<file path="src/hdl/okvt_pkg.sv">
// Shared types and constants for the ordered key-value table.
// Used by okvt_seq, ordered_key_value_table_core and the testbench; depends on nothing.
`default_nettype none

package okvt_pkg;

  localparam int KEY_W = 32;
  localparam int VAL_W = 32;
  localparam int IDX_W = 6;
  localparam int CNT_W = 7;

  typedef enum logic [2:0] {
    FN_INSERT   = 3'd0,
    FN_INS_UPD  = 3'd1,
    FN_UPDATE   = 3'd2,
    FN_ERASE    = 3'd3,
    FN_GET_KEY  = 3'd4,
    FN_GET_IDX  = 3'd5,
    FN_CONTAINS = 3'd6
  } func_t;

  typedef enum logic [2:0] {
    ST_IDLE,
    ST_SCAN,
    ST_DECIDE,
    ST_SHIFT,
    ST_IDX,
    ST_IDXRD,
    ST_FIN
  } state_t;

  typedef struct packed {
    logic [CNT_W-1:0] count;
    logic [VAL_W-1:0] fval;
    logic [KEY_W-1:0] fkey;
    logic             full;
    logic             ok;
  } res_t;

endpackage

`default_nettype wire

</file>
<file path="src/hdl/okvt_seq.sv">
// Request sequencer: linear key search, insert, update, gap-closing erase and
// positional read, all through the one read port of okvt_mem. Depends on okvt_pkg.
`default_nettype none

module okvt_seq #(
  parameter int DEPTH = 64,
  parameter int AW    = 6,
  parameter int CW    = 7,
  parameter int KW    = 32,
  parameter int VW    = 32
) (
  input  wire logic                        clk,
  input  wire logic                        rst_n,
  input  wire logic                        in_valid,
  output logic                             in_ready,
  input  wire logic [2:0]                  in_func,
  input  wire logic [okvt_pkg::KEY_W-1:0]  in_key,
  input  wire logic [okvt_pkg::VAL_W-1:0]  in_val,
  input  wire logic [okvt_pkg::IDX_W-1:0]  in_idx,
  output logic                             res_valid,
  input  wire logic                        res_ready,
  output okvt_pkg::res_t                   res,
  output logic                             we_key,
  output logic                             we_val,
  output logic      [AW-1:0]               waddr,
  output logic      [KW-1:0]               wkey,
  output logic      [VW-1:0]               wval,
  output logic                             re,
  output logic      [AW-1:0]               raddr,
  input  wire logic [KW-1:0]               rd_key,
  input  wire logic [VW-1:0]               rd_val
);

  import okvt_pkg::*;

  localparam int IXW = (CW > IDX_W) ? CW : IDX_W;

  state_t        state_r, state_nxt;
  logic [CW-1:0] count_r, count_nxt;
  logic [CW-1:0] ptr_r, ptr_nxt;
  logic          pend_r, pend_nxt;
  logic [CW-1:0] pend_idx_r, pend_idx_nxt;
  logic          hit_r, hit_nxt;
  logic [AW-1:0] pos_r, pos_nxt;
  logic [VW-1:0] hit_val_r, hit_val_nxt;
  logic          ok_r, ok_nxt;
  logic          full_r, full_nxt;
  logic [KW-1:0] fkey_r, fkey_nxt;
  logic [VW-1:0] fval_r, fval_nxt;

  func_t              func_r;
  logic [KW-1:0]      key_r;
  logic [VW-1:0]      val_r;
  logic [IDX_W-1:0]   idx_r;

  logic               accept;
  logic               match;
  logic               more;
  logic [IXW-1:0]     idx_ext;

  assign accept  = in_valid && in_ready;
  assign match   = pend_r && (rd_key == key_r);
  assign more    = (ptr_r < count_r);
  assign idx_ext = IXW'(idx_r);

  // Request payload is held for the whole transaction.
  always_ff @(posedge clk) begin
    if (accept) begin
      func_r <= func_t'(in_func);
      key_r  <= in_key[KW-1:0];
      val_r  <= in_val[VW-1:0];
      idx_r  <= in_idx;
    end
  end

  always_ff @(posedge clk) begin
    if (!rst_n) begin
      state_r <= ST_IDLE;
      count_r <= '0;
      pend_r  <= 1'b0;
    end else begin
      state_r <= state_nxt;
      count_r <= count_nxt;
      pend_r  <= pend_nxt;
    end
  end

  always_ff @(posedge clk) begin
    ptr_r      <= ptr_nxt;
    pend_idx_r <= pend_idx_nxt;
    hit_r      <= hit_nxt;
    pos_r      <= pos_nxt;
    hit_val_r  <= hit_val_nxt;
    ok_r       <= ok_nxt;
    full_r     <= full_nxt;
    fkey_r     <= fkey_nxt;
    fval_r     <= fval_nxt;
  end

  always_comb begin
    state_nxt    = state_r;
    count_nxt    = count_r;
    ptr_nxt      = ptr_r;
    pend_nxt     = pend_r;
    pend_idx_nxt = pend_idx_r;
    hit_nxt      = hit_r;
    pos_nxt      = pos_r;
    hit_val_nxt  = hit_val_r;
    ok_nxt       = ok_r;
    full_nxt     = full_r;
    fkey_nxt     = fkey_r;
    fval_nxt     = fval_r;
    in_ready     = 1'b0;
    res_valid    = 1'b0;
    we_key       = 1'b0;
    we_val       = 1'b0;
    waddr        = pos_r;
    wkey         = key_r;
    wval         = val_r;
    re           = 1'b0;
    raddr        = ptr_r[AW-1:0];

    unique case (state_r)
      ST_IDLE: begin
        in_ready = 1'b1;
        if (in_valid) begin
          ptr_nxt  = '0;
          pend_nxt = 1'b0;
          hit_nxt  = 1'b0;
          ok_nxt   = 1'b0;
          full_nxt = 1'b0;
          fkey_nxt = '0;
          fval_nxt = '0;
          case (in_func) inside
            FN_INSERT, FN_INS_UPD, FN_UPDATE, FN_ERASE, FN_GET_KEY, FN_CONTAINS: begin
              state_nxt = ST_SCAN;
            end
            FN_GET_IDX: begin
              state_nxt = ST_IDX;
            end
            default: begin
              state_nxt = ST_FIN;
            end
          endcase
        end
      end

      // One entry is read per cycle; its key is compared in the next cycle.
      ST_SCAN: begin
        if (match) begin
          hit_nxt     = 1'b1;
          pos_nxt     = pend_idx_r[AW-1:0];
          hit_val_nxt = rd_val;
          pend_nxt    = 1'b0;
          state_nxt   = ST_DECIDE;
        end else begin
          re           = more;
          pend_nxt     = more;
          pend_idx_nxt = ptr_r;
          if (more) begin
            ptr_nxt = ptr_r + CW'(1);
          end
          if (!pend_r && !more) begin
            state_nxt = ST_DECIDE;
          end
        end
      end

      ST_DECIDE: begin
        state_nxt = ST_FIN;
        case (func_r) inside
          FN_INSERT, FN_INS_UPD: begin
            if (hit_r) begin
              if (func_r == FN_INS_UPD) begin
                we_val = 1'b1;
                ok_nxt = 1'b1;
              end
            end else if (count_r == CW'(DEPTH)) begin
              full_nxt = 1'b1;
            end else begin
              we_key    = 1'b1;
              we_val    = 1'b1;
              waddr     = count_r[AW-1:0];
              count_nxt = count_r + CW'(1);
              ok_nxt    = 1'b1;
            end
          end
          FN_UPDATE: begin
            we_val = hit_r;
            ok_nxt = hit_r;
          end
          FN_ERASE: begin
            ok_nxt = hit_r;
            if (hit_r) begin
              ptr_nxt   = CW'(pos_r) + CW'(1);
              pend_nxt  = 1'b0;
              state_nxt = ST_SHIFT;
            end
          end
          FN_GET_KEY: begin
            fkey_nxt = key_r;
            ok_nxt   = hit_r;
            fval_nxt = hit_r ? hit_val_r : '0;
          end
          FN_CONTAINS: begin
            ok_nxt = hit_r;
          end
          default: begin
            ok_nxt = 1'b0;
          end
        endcase
      end

      // Entries above the erased one move down by one: read j, write j-1.
      ST_SHIFT: begin
        re           = more;
        pend_nxt     = more;
        pend_idx_nxt = ptr_r;
        if (more) begin
          ptr_nxt = ptr_r + CW'(1);
        end
        if (pend_r) begin
          we_key = 1'b1;
          we_val = 1'b1;
          waddr  = AW'(pend_idx_r - CW'(1));
          wkey   = rd_key;
          wval   = rd_val;
        end
        if (!pend_r && !more) begin
          count_nxt = count_r - CW'(1);
          state_nxt = ST_FIN;
        end
      end

      ST_IDX: begin
        if (idx_ext < IXW'(count_r)) begin
          re        = 1'b1;
          raddr     = idx_ext[AW-1:0];
          state_nxt = ST_IDXRD;
        end else begin
          state_nxt = ST_FIN;
        end
      end

      ST_IDXRD: begin
        ok_nxt    = 1'b1;
        fkey_nxt  = rd_key;
        fval_nxt  = rd_val;
        state_nxt = ST_FIN;
      end

      ST_FIN: begin
        res_valid = 1'b1;
        if (res_ready) begin
          state_nxt = ST_IDLE;
        end
      end

      default: begin
        state_nxt = ST_IDLE;
      end
    endcase
  end

  always_comb begin
    res.ok    = ok_r;
    res.full  = full_r;
    res.fkey  = KEY_W'(fkey_r);
    res.fval  = VAL_W'(fval_r);
    res.count = CNT_W'(count_r);
  end

endmodule

`default_nettype wire

</file>
<file path="config.mk">
export PLATFORM = sky130hd
export DESIGN_NAME = okvt_seq
export DESIGN_NICKNAME = d
export VERILOG_FILES = /design/src/hdl/okvt_pkg.sv /design/src/hdl/okvt_seq.sv
export SDC_FILE = /design/constraint.sdc
export NUM_CORES = 1
export LEC_CHECK = 0
export BUFFER_PORTS_ARGS = -buffer_cell sky130_fd_sc_hd__buf_4
export CAP_MARGIN = 20
export CORE_UTILIZATION = 47
export CTS_CLUSTER_SIZE = 14
export DETAILED_ROUTE_END_ITERATION = 10
export GPL_ROUTABILITY_DRIVEN = 0
export PLACE_DENSITY = 0.8
export SYNTH_ARGS = -nofsm -noshare
export SYNTH_HDL_FRONTEND = slang
export SYNTH_SLANG_ARGS = --single-unit
</file>
<file path="constraint.sdc">
create_clock -name clk -period 3.9 [get_ports clk]
set_input_delay 0.39 -clock clk [delete_from_list [all_inputs] [get_ports clk]]
set_output_delay 0.39 -clock clk [all_outputs]
set_load 0.03 [all_outputs]
</file>
==> metrics.txt <==
gr usage total=0.231; leakage=5.25 nW; Post-Syn Area=9540 sq um; TritonCTS clock tree=done; series of cell instances along the critical path=inv_1 -> nor2_4 -> nand2_4 -> buf_12 -> nand3_1 -> o221ai_1 -> buf_4; number of clock sinks seen by CTS=202; worst voltage drop across the vdd grid=501 uV; # placed instances=1185; share of post-route cells with drive strength above 1=0.431; top-level port count=295; fraction of the mapped netlist area in compound gates=0.116; area share of fa/ha/maj cells after synthesis=0.0257; via count of the first global-routing pass=6373; post-CTS setup buffers=0; first drt pass iteration count=5; unrepaired setup endpoints after global routing=no; drt first-iter violations=365; Synthesis Warnings=0; Final Instance Count excl. Fillers=1224; number of antenna violations at the first check in global routing=0; synthesized area per cell=14.6 sq um; DIE HEIGHT=144 microns; total of buffers placed on input and output ports=294; Detail Route Antenna Nets=0; Area growth syn-to-layout=33.1%; power density over the cells=744 nW/um^2; number of nets in the synthesized netlist=812; PostCTS Resize Cnt=0; fraction of synthesized cell area in xor and xnor cells=0.0386; global-route wire length before repair=36.0 mm; cell type of the slowest stage on the worst timing path=dfxtp_1; post-synthesis async set-or-reset flop share=0; path type of the worst min-delay path=input pin to flop; Crit path largest cell delay=810 ps; fin crit share=0.943; measured slew at the worst slew-check pin=748 ps; Final Hold Viols=0; data required time at the worst endpoint=3510 ps; kind of end point of the critical path=output port; routed via count=6746; cell area after placement=12000 sq um; Post-synth EDFFs=191; antenna diode count=0; fin nets=1104; row count=51; final design area excluding fillers=12700 sq um; crit-path max FO=42; Die Span X=144 microns; Via-to-Cell Ratio=5.51; utilization of the core after routing=0.646; critical path launch point type=flop; dominant combinational cell family by area after synthesis=compound AO/OA/AOI/OAI gates; primary flip-flop cell chosen by synthesis mapping=edfxtp_1; HPWL reported at the end of detailed placement=18.7 mm; clock skew=10.3 ps; initial core utilization=0.485; global-route congestion overflow total=0; H-tree Lvls=1; proportion of synthesized chip area in sequential cells=0.624; total routed wirelength=25.5 mm; worst rel slew slack=0.501; area of the core=19700 sq um; Mapped Cells=652; count of state elements after synthesis=202; die area=20900 sq um; clock slew at the register clock pins of the worst setup and hold paths=60 ps; Setup-failing EPs final=0; library cell used as clock root buffer=clkbuf_16; hold slack final=64.3 ps; Fmax=0.272 GHz; fin. max-slew vios=0; outcome=completed; number of distinct library cells after synthesis=55; buffer levels on the longest clock path=3; count of buffering cells on the critical path with inverters included=3; worst path arrival time=3290 ps; pin count of the biggest net entering global routing=65; mux cell area share after synthesis=0.102; total negative setup slack=0 ps; minimum clock period=3680 ps; worst setup path category=flop to output port; routed length per placed instance=20.8 microns; number of max-cap violations=0; area share of and/or/nand/nor cells after synthesis=0.0603; clock buffers created by TritonCTS=22; # hold bufs at CTS=0; worst-skew pair later-pin latency=500 ps; drt drc=0; kind of cell adding the most delay to the critical path=simple AND/OR/NAND/NOR gates
==> routing by layer <==
layer / share of wire / vias up / global-route usage
li1: - / 3115 / -
met1: 0.39 / 3239 / 0.285
met2: 0.50 / 339 / 0.399
met3: 0.079 / 53 / 0.0444
met4: 0.040 / 0 / 0.0881
met5: 0 / - / 0
==> final cells by class <==
cell class / count / area, sq um
fillers: 1471 / 6960
flip-flops and latches: 202 / 5960
multi-input cells: 391 / 3310
repair buffers: 303 / 2300
clock buffers: 29 / 598
well taps: 265 / 332
clock inverters: 10 / 108
inverters: 24 / 95.1
==> registers in the layout (all words and copies together) (netlist names), 3 cells and up <==
name / cells
key_r: 32
state_r: 3
func_r: 3
pos_r: 6
val_r: 32
hit_val_r: 32
pend_idx_r: 6
count_r: 7
idx_r: 6
fkey_r: 32
ptr_r: 7
fval_r: 32
==> cells in the mapped netlist, types with 4 or more instances <==
| cell type | count | area share |
|---|---|---|
| edfxtp_1 | 191 | 0.60 |
| mux2_2 | 15 | 0.018 |
| xor2_1 | 10 | 0.0092 |
| a21o_1 | 5 | 0.0039 |
| and3_1 | 6 | 0.0039 |
| nor3_1 | 8 | 0.0042 |
| a21oi_1 | 26 | 0.014 |
| nand4_1 | 8 | 0.0052 |
| xnor2_1 | 32 | 0.029 |
| a221o_1 | 5 | 0.0052 |
| ha_1 | 18 | 0.024 |
| buf_6 | 8 | 0.0094 |
| mux2_4 | 48 | 0.076 |
| nand3_1 | 14 | 0.0073 |
| a221oi_1 | 4 | 0.0037 |
| nor2_1 | 19 | 0.0075 |
| o21ai_0 | 18 | 0.0094 |
| dfxtp_1 | 11 | 0.023 |
| a22o_1 | 61 | 0.056 |
| o211ai_1 | 6 | 0.0047 |
| nand2_1 | 29 | 0.011 |
| nor2b_1 | 4 | 0.0026 |
| buf_2 | 13 | 0.0068 |
| clkbuf_1 | 10 | 0.0039 |
| inv_1 | 23 | 0.0091 |
| mux2_1 | 6 | 0.0071 |
| o22ai_1 | 7 | 0.0046 |
| nand2b_1 | 4 | 0.0026 |
==> where the power goes <==
part	total [mW]	internal [mW]	leakage [nW]	switching, mW
logic	3.74	1.39	3.00	2.35
registers	3.67	3.26	1.92	0.411
clock network	2.03	1.21	0.340	0.822
==> cell usage in the layout, fill, tap and decap left out, drive strengths merged, types with 6 or more instances in the layout <==
master and instances:
nand3 14, edfxtp 191, clkinv 7, a21oi 26, ha 18, xnor2 32, nand2 31, nor3 10
buf 303, nand4 8, mux2 69, and3 6, o211ai 6, o21ai 21, o22ai 7, dfxtp 11
a22o 61, clkbuf 29, nor2 21, inv 23, xor2 10
==> kinds of logic after synthesis <==
kind of cell,count (synthesis)
fa+ha+maj,19
xor+xnor,42
mux,71
flops,202
simple gates,109
compound gates,150
buf+inv,59
==> worst register-to-register path: cells and delay by family, from the launching register on <==
| kind | cells | cell delay, ps |
|---|---|---|
| adders and majority gates | 1 | 350 |
| muxes | 1 | 150 |
| and+or+nand+nor | 1 | 380 |
| buffers and inverters | 1 | 290 |
| xor gates and xnor gates | 1 | 150 |
| AOI/OAI and AO/OA | 4 | 710 |
| DFF | 1 | 810 |
==> worst paths after layout <==
check | slack (ps) | end | cells after the start | startpoint
setup / recovery | 220 | waddr[1] | 7 | state_r[1]
hold / removal | 60 | val_r[7] | 1 | in_val[7]
setup reg to reg | 950 | count_r[6] | 9 | state_r[1]
hold reg to reg | 500 | pos_r[1] | 0 | pend_idx_r[1]
==> metrics by stage <==
stage	power [mW]	worst slack (ps)
after floorplan	6.01	142
after global placement	7.38	898
after detailed placement	7.46	798
after CTS	9.51	259
after global routing	9.84	88.0
final	9.45	223
(Power assumes the default switching activity.)
